File: src/rtl/core/frac_rs_pkg.sv
`timescale 1ns / 1ps

package frac_rs_pkg;

  // Input transaction: one source sample and one monitor sample
  typedef struct packed {
    logic signed [15:0] source_sample;
    logic signed [15:0] monitor_sample;
  } in_t;

  // Output transaction: one resampled sample with run and trigger flags
  typedef struct packed {
    logic signed [15:0] out_sample;
    logic               last_of_run;
    logic               restart_pulse;
  } out_t;

  // Register indexes on the configuration port (paddr[3:2])
  typedef enum logic [1:0] {
    REG_RATE_STEP    = 2'd0,
    REG_TRIGGER_HIGH = 2'd1,
    REG_TRIGGER_LOW  = 2'd2,
    REG_UNUSED       = 2'd3
  } reg_idx_t;

  // Register reset values
  localparam logic [15:0]        RATE_STEP_RESET    = 16'd1024;
  localparam logic signed [15:0] TRIGGER_HIGH_RESET = 16'sd16384;
  localparam logic signed [15:0] TRIGGER_LOW_RESET  = 16'sd8192;

  // Upper clamp of the step and longest run per input transaction
  localparam logic [15:0] RATE_CAP = 16'd32768;
  localparam int          MAX_RUN  = 64;

endpackage

File: src/rtl/core/fractional_resampler_with_trigger_core.sv
`timescale 1ns / 1ps

// Upsampling (step <= 1.0): each result takes a pass through the shared multiplier
//   (S_MUL), then the output load (S_EMIT_UP); an input of N results, N <= 64, keeps
//   the block busy until its last result is loaded, plus any output stall.
// Decimation (step > 1.0): at most one result per input transaction, loaded in
//   S_EMIT_DEC; no new input is taken until that result is loaded.
// Reset: sync, active high; registers return to defaults, phase/history/trigger clear.
module fractional_resampler_with_trigger_core #(
  parameter int FRAC_BITS = 10
) (
  input  logic               clk,
  input  logic               rst,
  // input channel
  input  logic               in_valid,
  output logic               in_ready,
  input  frac_rs_pkg::in_t   in_data,
  // output channel
  output logic               out_valid,
  input  logic               out_ready,
  output frac_rs_pkg::out_t  out_data,
  // configuration port
  input  logic               psel,
  input  logic               penable,
  input  logic               pwrite,
  input  logic [3:0]         paddr,
  input  logic [31:0]        pwdata,
  output logic [31:0]        prdata,
  output logic               pready
);

  import frac_rs_pkg::*;

  localparam logic [16:0] UNIT    = 17'(1) << FRAC_BITS;
  localparam int          LO_RAW  = (1 << FRAC_BITS) >> 6;
  localparam logic [15:0] RATE_LO = (LO_RAW < 1) ? 16'd1 : 16'(LO_RAW);
  localparam int          PW      = 18 + FRAC_BITS;   // product width
  localparam int          AW      = PW + 1;           // accumulator width
  localparam int          CW      = $clog2(MAX_RUN);

  typedef enum logic [1:0] {
    S_IDLE,
    S_MUL,
    S_EMIT_UP,
    S_EMIT_DEC
  } state_t;

  state_t state;

  // Configuration registers
  logic [15:0]        rate_step;
  logic signed [15:0] trigger_high;
  logic signed [15:0] trigger_low;

  // Block state
  logic [15:0]        phase;
  logic signed [15:0] previous_sample;
  logic signed [15:0] current_sample;
  logic signed [15:0] monitor;
  logic               trigger_armed_off;
  logic [CW-1:0]      count;
  logic signed [PW-1:0] prod;

  // APB writes and reads
  assign pready = 1'b1;

  always_ff @(posedge clk) begin
    if (rst) begin
      rate_step    <= RATE_STEP_RESET;
      trigger_high <= TRIGGER_HIGH_RESET;
      trigger_low  <= TRIGGER_LOW_RESET;
    end else if (psel && penable && pwrite) begin
      case (reg_idx_t'(paddr[3:2]))
        REG_RATE_STEP:    rate_step    <= pwdata[15:0];
        REG_TRIGGER_HIGH: trigger_high <= pwdata[15:0];
        REG_TRIGGER_LOW:  trigger_low  <= pwdata[15:0];
        default: ;
      endcase
    end
  end

  always_comb begin
    case (reg_idx_t'(paddr[3:2]))
      REG_RATE_STEP:    prdata = {16'd0, rate_step};
      REG_TRIGGER_HIGH: prdata = {{16{trigger_high[15]}}, trigger_high};
      REG_TRIGGER_LOW:  prdata = {{16{trigger_low[15]}}, trigger_low};
      default:          prdata = 32'd0;
    endcase
  end

  // Clamped step
  logic [15:0] rate;
  logic        upsample;

  always_comb begin
    if (rate_step < RATE_LO) begin
      rate = RATE_LO;
    end else if (rate_step > RATE_CAP) begin
      rate = RATE_CAP;
    end else begin
      rate = rate_step;
    end
  end

  assign upsample = {1'b0, rate} <= UNIT;

  // Phase handling at input acceptance
  logic [15:0] up_phase;
  logic        up_empty;
  logic        dec_emit;
  logic [16:0] dec_sum;
  logic [15:0] dec_phase;

  always_comb begin
    up_phase  = ({1'b0, phase} >= UNIT) ? 16'({1'b0, phase} - UNIT) : phase;
    up_empty  = {1'b0, up_phase} >= UNIT;
    dec_emit  = phase >= rate;
    dec_sum   = {1'b0, phase} - (dec_emit ? {1'b0, rate} : 17'd0) + UNIT;
    dec_phase = dec_sum[16] ? 16'hFFFF : dec_sum[15:0];
  end

  // Hysteresis trigger: fire test first, re-arm test second
  logic fire;
  logic armed_off_next;

  always_comb begin
    fire           = (monitor > trigger_high) && !trigger_armed_off;
    armed_off_next = trigger_armed_off || fire;
    if ((monitor < trigger_low) && armed_off_next) begin
      armed_off_next = 1'b0;
    end
  end

  // Shared multiplier operands and interpolation result
  logic signed [16:0]   diff;
  logic signed [FRAC_BITS:0] frac;
  logic signed [AW-1:0] prev_ext;
  logic signed [AW-1:0] acc;
  logic signed [AW-1:0] acc_adj;
  logic signed [AW-1:0] acc_shr;
  logic signed [15:0]   interp;
  logic [16:0]          phase_step;
  logic                 run_last;
  logic                 out_free;
  logic                 out_load;

  always_comb begin
    diff       = {current_sample[15], current_sample}
               - {previous_sample[15], previous_sample};
    frac       = {1'b0, phase[FRAC_BITS-1:0]};
    prev_ext   = AW'(previous_sample);
    acc        = (prev_ext <<< FRAC_BITS) + AW'(prod);
    // truncate toward zero on the divide by UNIT
    acc_adj    = acc + (acc[AW-1] ? AW'(UNIT - 17'd1) : AW'(0));
    acc_shr    = acc_adj >>> FRAC_BITS;
    interp     = acc_shr[15:0];
    phase_step = {1'b0, phase} + {1'b0, rate};
    run_last   = (phase_step >= UNIT) || (count == CW'(MAX_RUN - 1));
    out_free   = !out_valid || out_ready;
  end

  assign in_ready = (state == S_IDLE);
  assign out_load = out_free && ((state == S_EMIT_UP) || (state == S_EMIT_DEC));

  // Sequencer with output register
  always_ff @(posedge clk) begin
    if (rst) begin
      state             <= S_IDLE;
      out_valid         <= 1'b0;
      phase             <= 16'd0;
      previous_sample   <= 16'sd0;
      current_sample    <= 16'sd0;
      trigger_armed_off <= 1'b0;
      count             <= '0;
    end else begin
      if (out_load) begin
        out_valid <= 1'b1;
      end else if (out_valid && out_ready) begin
        out_valid <= 1'b0;
      end
      case (state)
        S_IDLE: begin
          if (in_valid) begin
            monitor        <= in_data.monitor_sample;
            current_sample <= in_data.source_sample;
            count          <= '0;
            if (upsample) begin
              previous_sample <= current_sample;
              phase           <= up_phase;
              state           <= up_empty ? S_IDLE : S_MUL;
            end else begin
              phase <= dec_phase;
              state <= dec_emit ? S_EMIT_DEC : S_IDLE;
            end
          end
        end
        S_MUL: begin
          prod  <= PW'(diff) * PW'(frac);
          state <= S_EMIT_UP;
        end
        S_EMIT_UP: begin
          if (out_free) begin
            out_data.out_sample    <= interp;
            out_data.last_of_run   <= run_last;
            out_data.restart_pulse <= (count == '0) && fire;
            if (count == '0) begin
              trigger_armed_off <= armed_off_next;
            end
            phase <= phase_step[15:0];
            count <= count + CW'(1);
            state <= run_last ? S_IDLE : S_MUL;
          end
        end
        S_EMIT_DEC: begin
          if (out_free) begin
            out_data.out_sample    <= current_sample;
            out_data.last_of_run   <= 1'b1;
            out_data.restart_pulse <= fire;
            trigger_armed_off      <= armed_off_next;
            state                  <= S_IDLE;
          end
        end
        default: state <= S_IDLE;
      endcase
    end
  end

endmodule

File: config.mk
export PLATFORM = sky130hd
export DESIGN_NAME = fractional_resampler_with_trigger_core
export DESIGN_NICKNAME = d
export VERILOG_FILES = /design/src/rtl/core/frac_rs_pkg.sv /design/src/rtl/core/fractional_resampler_with_trigger_core.sv
export SDC_FILE = /design/constraint.sdc
export NUM_CORES = 1
export LEC_CHECK = 0
export BUFFER_PORTS_ARGS = -buffer_cell sky130_fd_sc_hd__buf_4
export CAP_MARGIN = 10
export CORE_MARGIN = 3
export CORE_UTILIZATION = 35
export CTS_CLUSTER_SIZE = 24
export DETAILED_ROUTE_END_ITERATION = 8
export SLEW_MARGIN = 40
export SYNTH_ARGS = -nofsm -noshare
export SYNTH_HDL_FRONTEND = slang
export SYNTH_SLANG_ARGS = --single-unit
File: constraint.sdc
create_clock -name clk -period 21.9 [get_ports clk]
set_input_delay 6.57 -clock clk [delete_from_list [all_inputs] [get_ports clk]]
set_output_delay 6.57 -clock clk [all_outputs]
set_load 0.05 [all_outputs]
==> PnR_summary.wiki <==
{| class="wikitable"
! Metric !! Value
|-
| Critical path capture point type || primary output
|-
| Initial DRC Count || 1320
|-
| Number of sinks handled by clock tree synthesis || 168
|-
| Overall die area || 55200 µm²
|-
| Share of synthesized flip-flops with an asynchronous set or reset || 0%
|-
| Hold Crit Class || reg2reg
|-
| Worst hold slack || 0.475 ns
|-
| Gpl congestion || 0.882
|-
| Starting density of the core || 35.5%
|-
| Post-synth EDFFs || 62
|-
| Flop-to-flop setup slack || 13.88 ns
|-
| Ratio of final minimum period to clock period || 66.7%
|-
| TritonCTS clock tree || built
|-
| Die height || 235 µm
|-
| Setup violators final || 0
|-
| Fraction of final layout cells with drive strength greater than 1 || 9.34%
|-
| Post-layout net count || 2679
|-
| Max-cap violation count || 0
|-
| Pin count of the biggest net entering global routing || 94
|-
| Number of placement rows || 83
|-
| Detail-routed net length per standard cell || 16.7 µm
|-
| Time the worst path needs with I/O delays and setup || 14.62 ns
|-
| First-pass GRT wire length || 79.5 mm
|-
| TritonCTS Buffers || 17
|-
| Transition time at the pin with the least slew margin || 0.812 ns
|-
| Remaining global-route overflow || 0
|-
| Post-route design area || 20400 µm²
|-
| Global router's overall resource usage || 17.6%
|-
| Count of hold-fix buffers inserted at cts || 0
|-
| Post CTS Setup Buffer Count || 0
|-
| RSZ-0062 raised after global routing || no
|-
| Mean Syn Cell Area || 8.41 µm²
|-
| Resized Gates After CTS || 0
|-
| Power density over the cells || 119 nW/µm²
|-
| Count of cells along the worst register-to-register path || 30
|-
| Maximum operating frequency || 0.0684 GHz
|-
| Core Footprint || 51600 µm²
|-
| Net Count, Synth || 2614
|-
| Die boundary width || 235 µm
|-
| Number of input and output port buffers inserted || 108
|-
| Static leakage power || 9.07 nW
|-
| Io pins || 128
|-
| Drt via density || 5.19
|-
| H-tree depth reported by CTS || 4
|-
| Post-DP Area || 19800 µm²
|-
| Post-detailed-route count of antenna-violating nets || 0
|-
| Max Transition Viols Final || 0
|-
| Run status || finished, final reports clean
|-
| Post-synthesis cell type count || 81
|-
| Endpoints failing hold || 0
|-
| Critical path data required time || 15.33 ns
|-
| Number of vias in the routed layout || 15200
|-
| Most frequent cells in the layout || sky130_fd_sc_hd__nand2_1 (339), sky130_fd_sc_hd__inv_1 (288), sky130_fd_sc_hd__ha_1 (204)
|-
| Antenna violations before repair || 0
|-
| Clock latency reported for the late side of the worst-skew pair || 0.45 ns
|-
| Netlist Area Pre-Place || 18300 µm²
|-
| Worst Hold Depth || 2
|-
| Final setup skew || 0.0138 ns
|-
| Wire length after detailed routing || 49.0 mm
|-
| Post-synthesis register bit count || 168
|-
| Number of global-route vias before repair || 14900
|-
| Clock-pin slew on the worst setup and hold paths || 0.08 ns
|-
| Final standard cell utilization of the core || 39.6%
|-
| Flip-flop cell with the highest count after synthesis || sky130_fd_sc_hd__dfxtp_1
|-
| Clk Tree Root Cell || sky130_fd_sc_hd__clkbuf_16
|-
| Highest fanout seen on the critical path || 22
|-
| Worst max-slew margin expressed relative to the limit || 45.7%
|-
| Synthesized instance count || 2180
|-
| Layout Area Growth over Synthesis || 11.4%
|-
| Detailed-route DRC error count || 0
|-
| Buffer depth of the longest clock path || 2
|-
| Most common cell after layout, fill and taps aside || sky130_fd_sc_hd__nand2_1
|-
| Maximum ir drop on the vdd rail || 60.8 µV
|-
| Type of origin of the critical path || primary input
|-
| Arrival time reported for the critical path endpoint || 8.05 ns
|-
| Worst Path Class, Setup || in2out
|-
| Number of warning messages in the yosys log || 0
|-
| Setup_tns || 0 ns
|-
| Seq/Total Area, Yosys || 21.7%
|-
| Ant. Diodes || 0
|-
| Detailed-router iteration count before antenna repair || 5
|-
| Placed wire-length estimate after detailed placement || 39.3 mm
|}
==> layout make-up <==
class / count / area [µm²]
clock buffer: 17 / 425
tap: 680 / 851
multi-input combinational: 1637 / 12900
clock inverter: 15 / 151
sequential: 168 / 3980
inverter: 289 / 1080
fill: 5147 / 31200
timing repair buffer: 132 / 995
==> state kept, by name, summed over array words and instances (netlist names) <==
| name | flops |
|---|---|
| prod | 28 |
| out_data | 18 |
| current_sample | 16 |
| monitor | 16 |
| phase | 16 |
| previous_sample | 16 |
| rate_step | 16 |
| trigger_high | 16 |
| trigger_low | 16 |
| count | 6 |
| state | 2 |
| out_valid | 1 |
| trigger_armed_off | 1 |
==> per-stage QoR <==
| stage | setup slack (ns) | total power (W) | cells |
|---|---|---|---|
| after global placement | 7.35 | 0.00208 | 2906 |
| after detailed placement | 7.30 | 0.00213 | 2906 |
| after CTS | 7.30 | 0.00243 | 2938 |
| after global routing | 7.14 | 0.00267 | 2938 |
| final | 7.28 | 0.00243 | 2938 |
| after floorplan | 6.69 | 0.00165 | 2180 |
==> Yosys cell counts, drive strengths merged, types with 23 or more instances <==
library cell | instances | area share (%)
and2 | 74 | 2.5
nor3 | 38 | 1.1
a21oi | 179 | 4.9
a21o | 34 | 1.4
fa | 155 | 17
xnor2 | 70 | 3.3
ha | 204 | 14
clkbuf | 63 | 1.5
nand3 | 33 | 0.90
dfxtp | 106 | 12
xor2 | 30 | 1.4
buf | 23 | 0.88
inv | 288 | 5.9
nand2 | 340 | 7.0
o21ai | 78 | 2.2
edfxtp | 62 | 10
nor2b | 32 | 1.1
nor2 | 115 | 2.4
==> per-layer routing <==
layer | track usage, % | wire (µm)
met5 | 0 | 0
met4 | 5.31 | 1190
met3 | 2.07 | 2540
met2 | 27.9 | 21900
met1 | 25.2 | 23400
==> power by group <==
group / internal (W) / switching [W]
registers: 0.000392 / 0.0000432
logic: 0.000629 / 0.00106
clock network: 0.000152 / 0.000148
total: 0.00117 / 0.00125
==> final timing paths <==
check                                                     end                           start
worst min-delay path            trigger_high[10]$_SDFFE_PP0P_   trigger_high[10]$_SDFFE_PP0P_
worst max-delay path                               prdata[15]                        paddr[3]
worst min register to register  trigger_high[10]$_SDFFE_PP0P_   trigger_high[10]$_SDFFE_PP0P_
worst max register to register             prod[26]$_DFFE_PP_  current_sample[0]$_SDFFE_PP0P_
==> cells by family (layout without fill, tap and decap cells) <==
kind of cell,after synthesis,in the layout,synth area share [%]
AND/OR/NAND/NOR,727,727,18.5
AO/OA/AOI/OAI,428,428,14.6
buffers and inverters,375,453,8.25
adder cells (fa/ha/maj),359,359,30.8
flip-flops,168,168,21.7
XOR/XNOR,100,100,4.78
multiplexers,22,22,1.29
other,1,1,0.0205
==> critical path, cell delays in order <==
cell,delay (ns)
sky130_fd_sc_hd__buf_4,0.23
sky130_fd_sc_hd__nor2b_1,0.16
sky130_fd_sc_hd__buf_4,0.24
sky130_fd_sc_hd__a22o_1,0.50
sky130_fd_sc_hd__a21o_1,0.14
sky130_fd_sc_hd__buf_4,0.19
(Power assumes the default switching activity.)
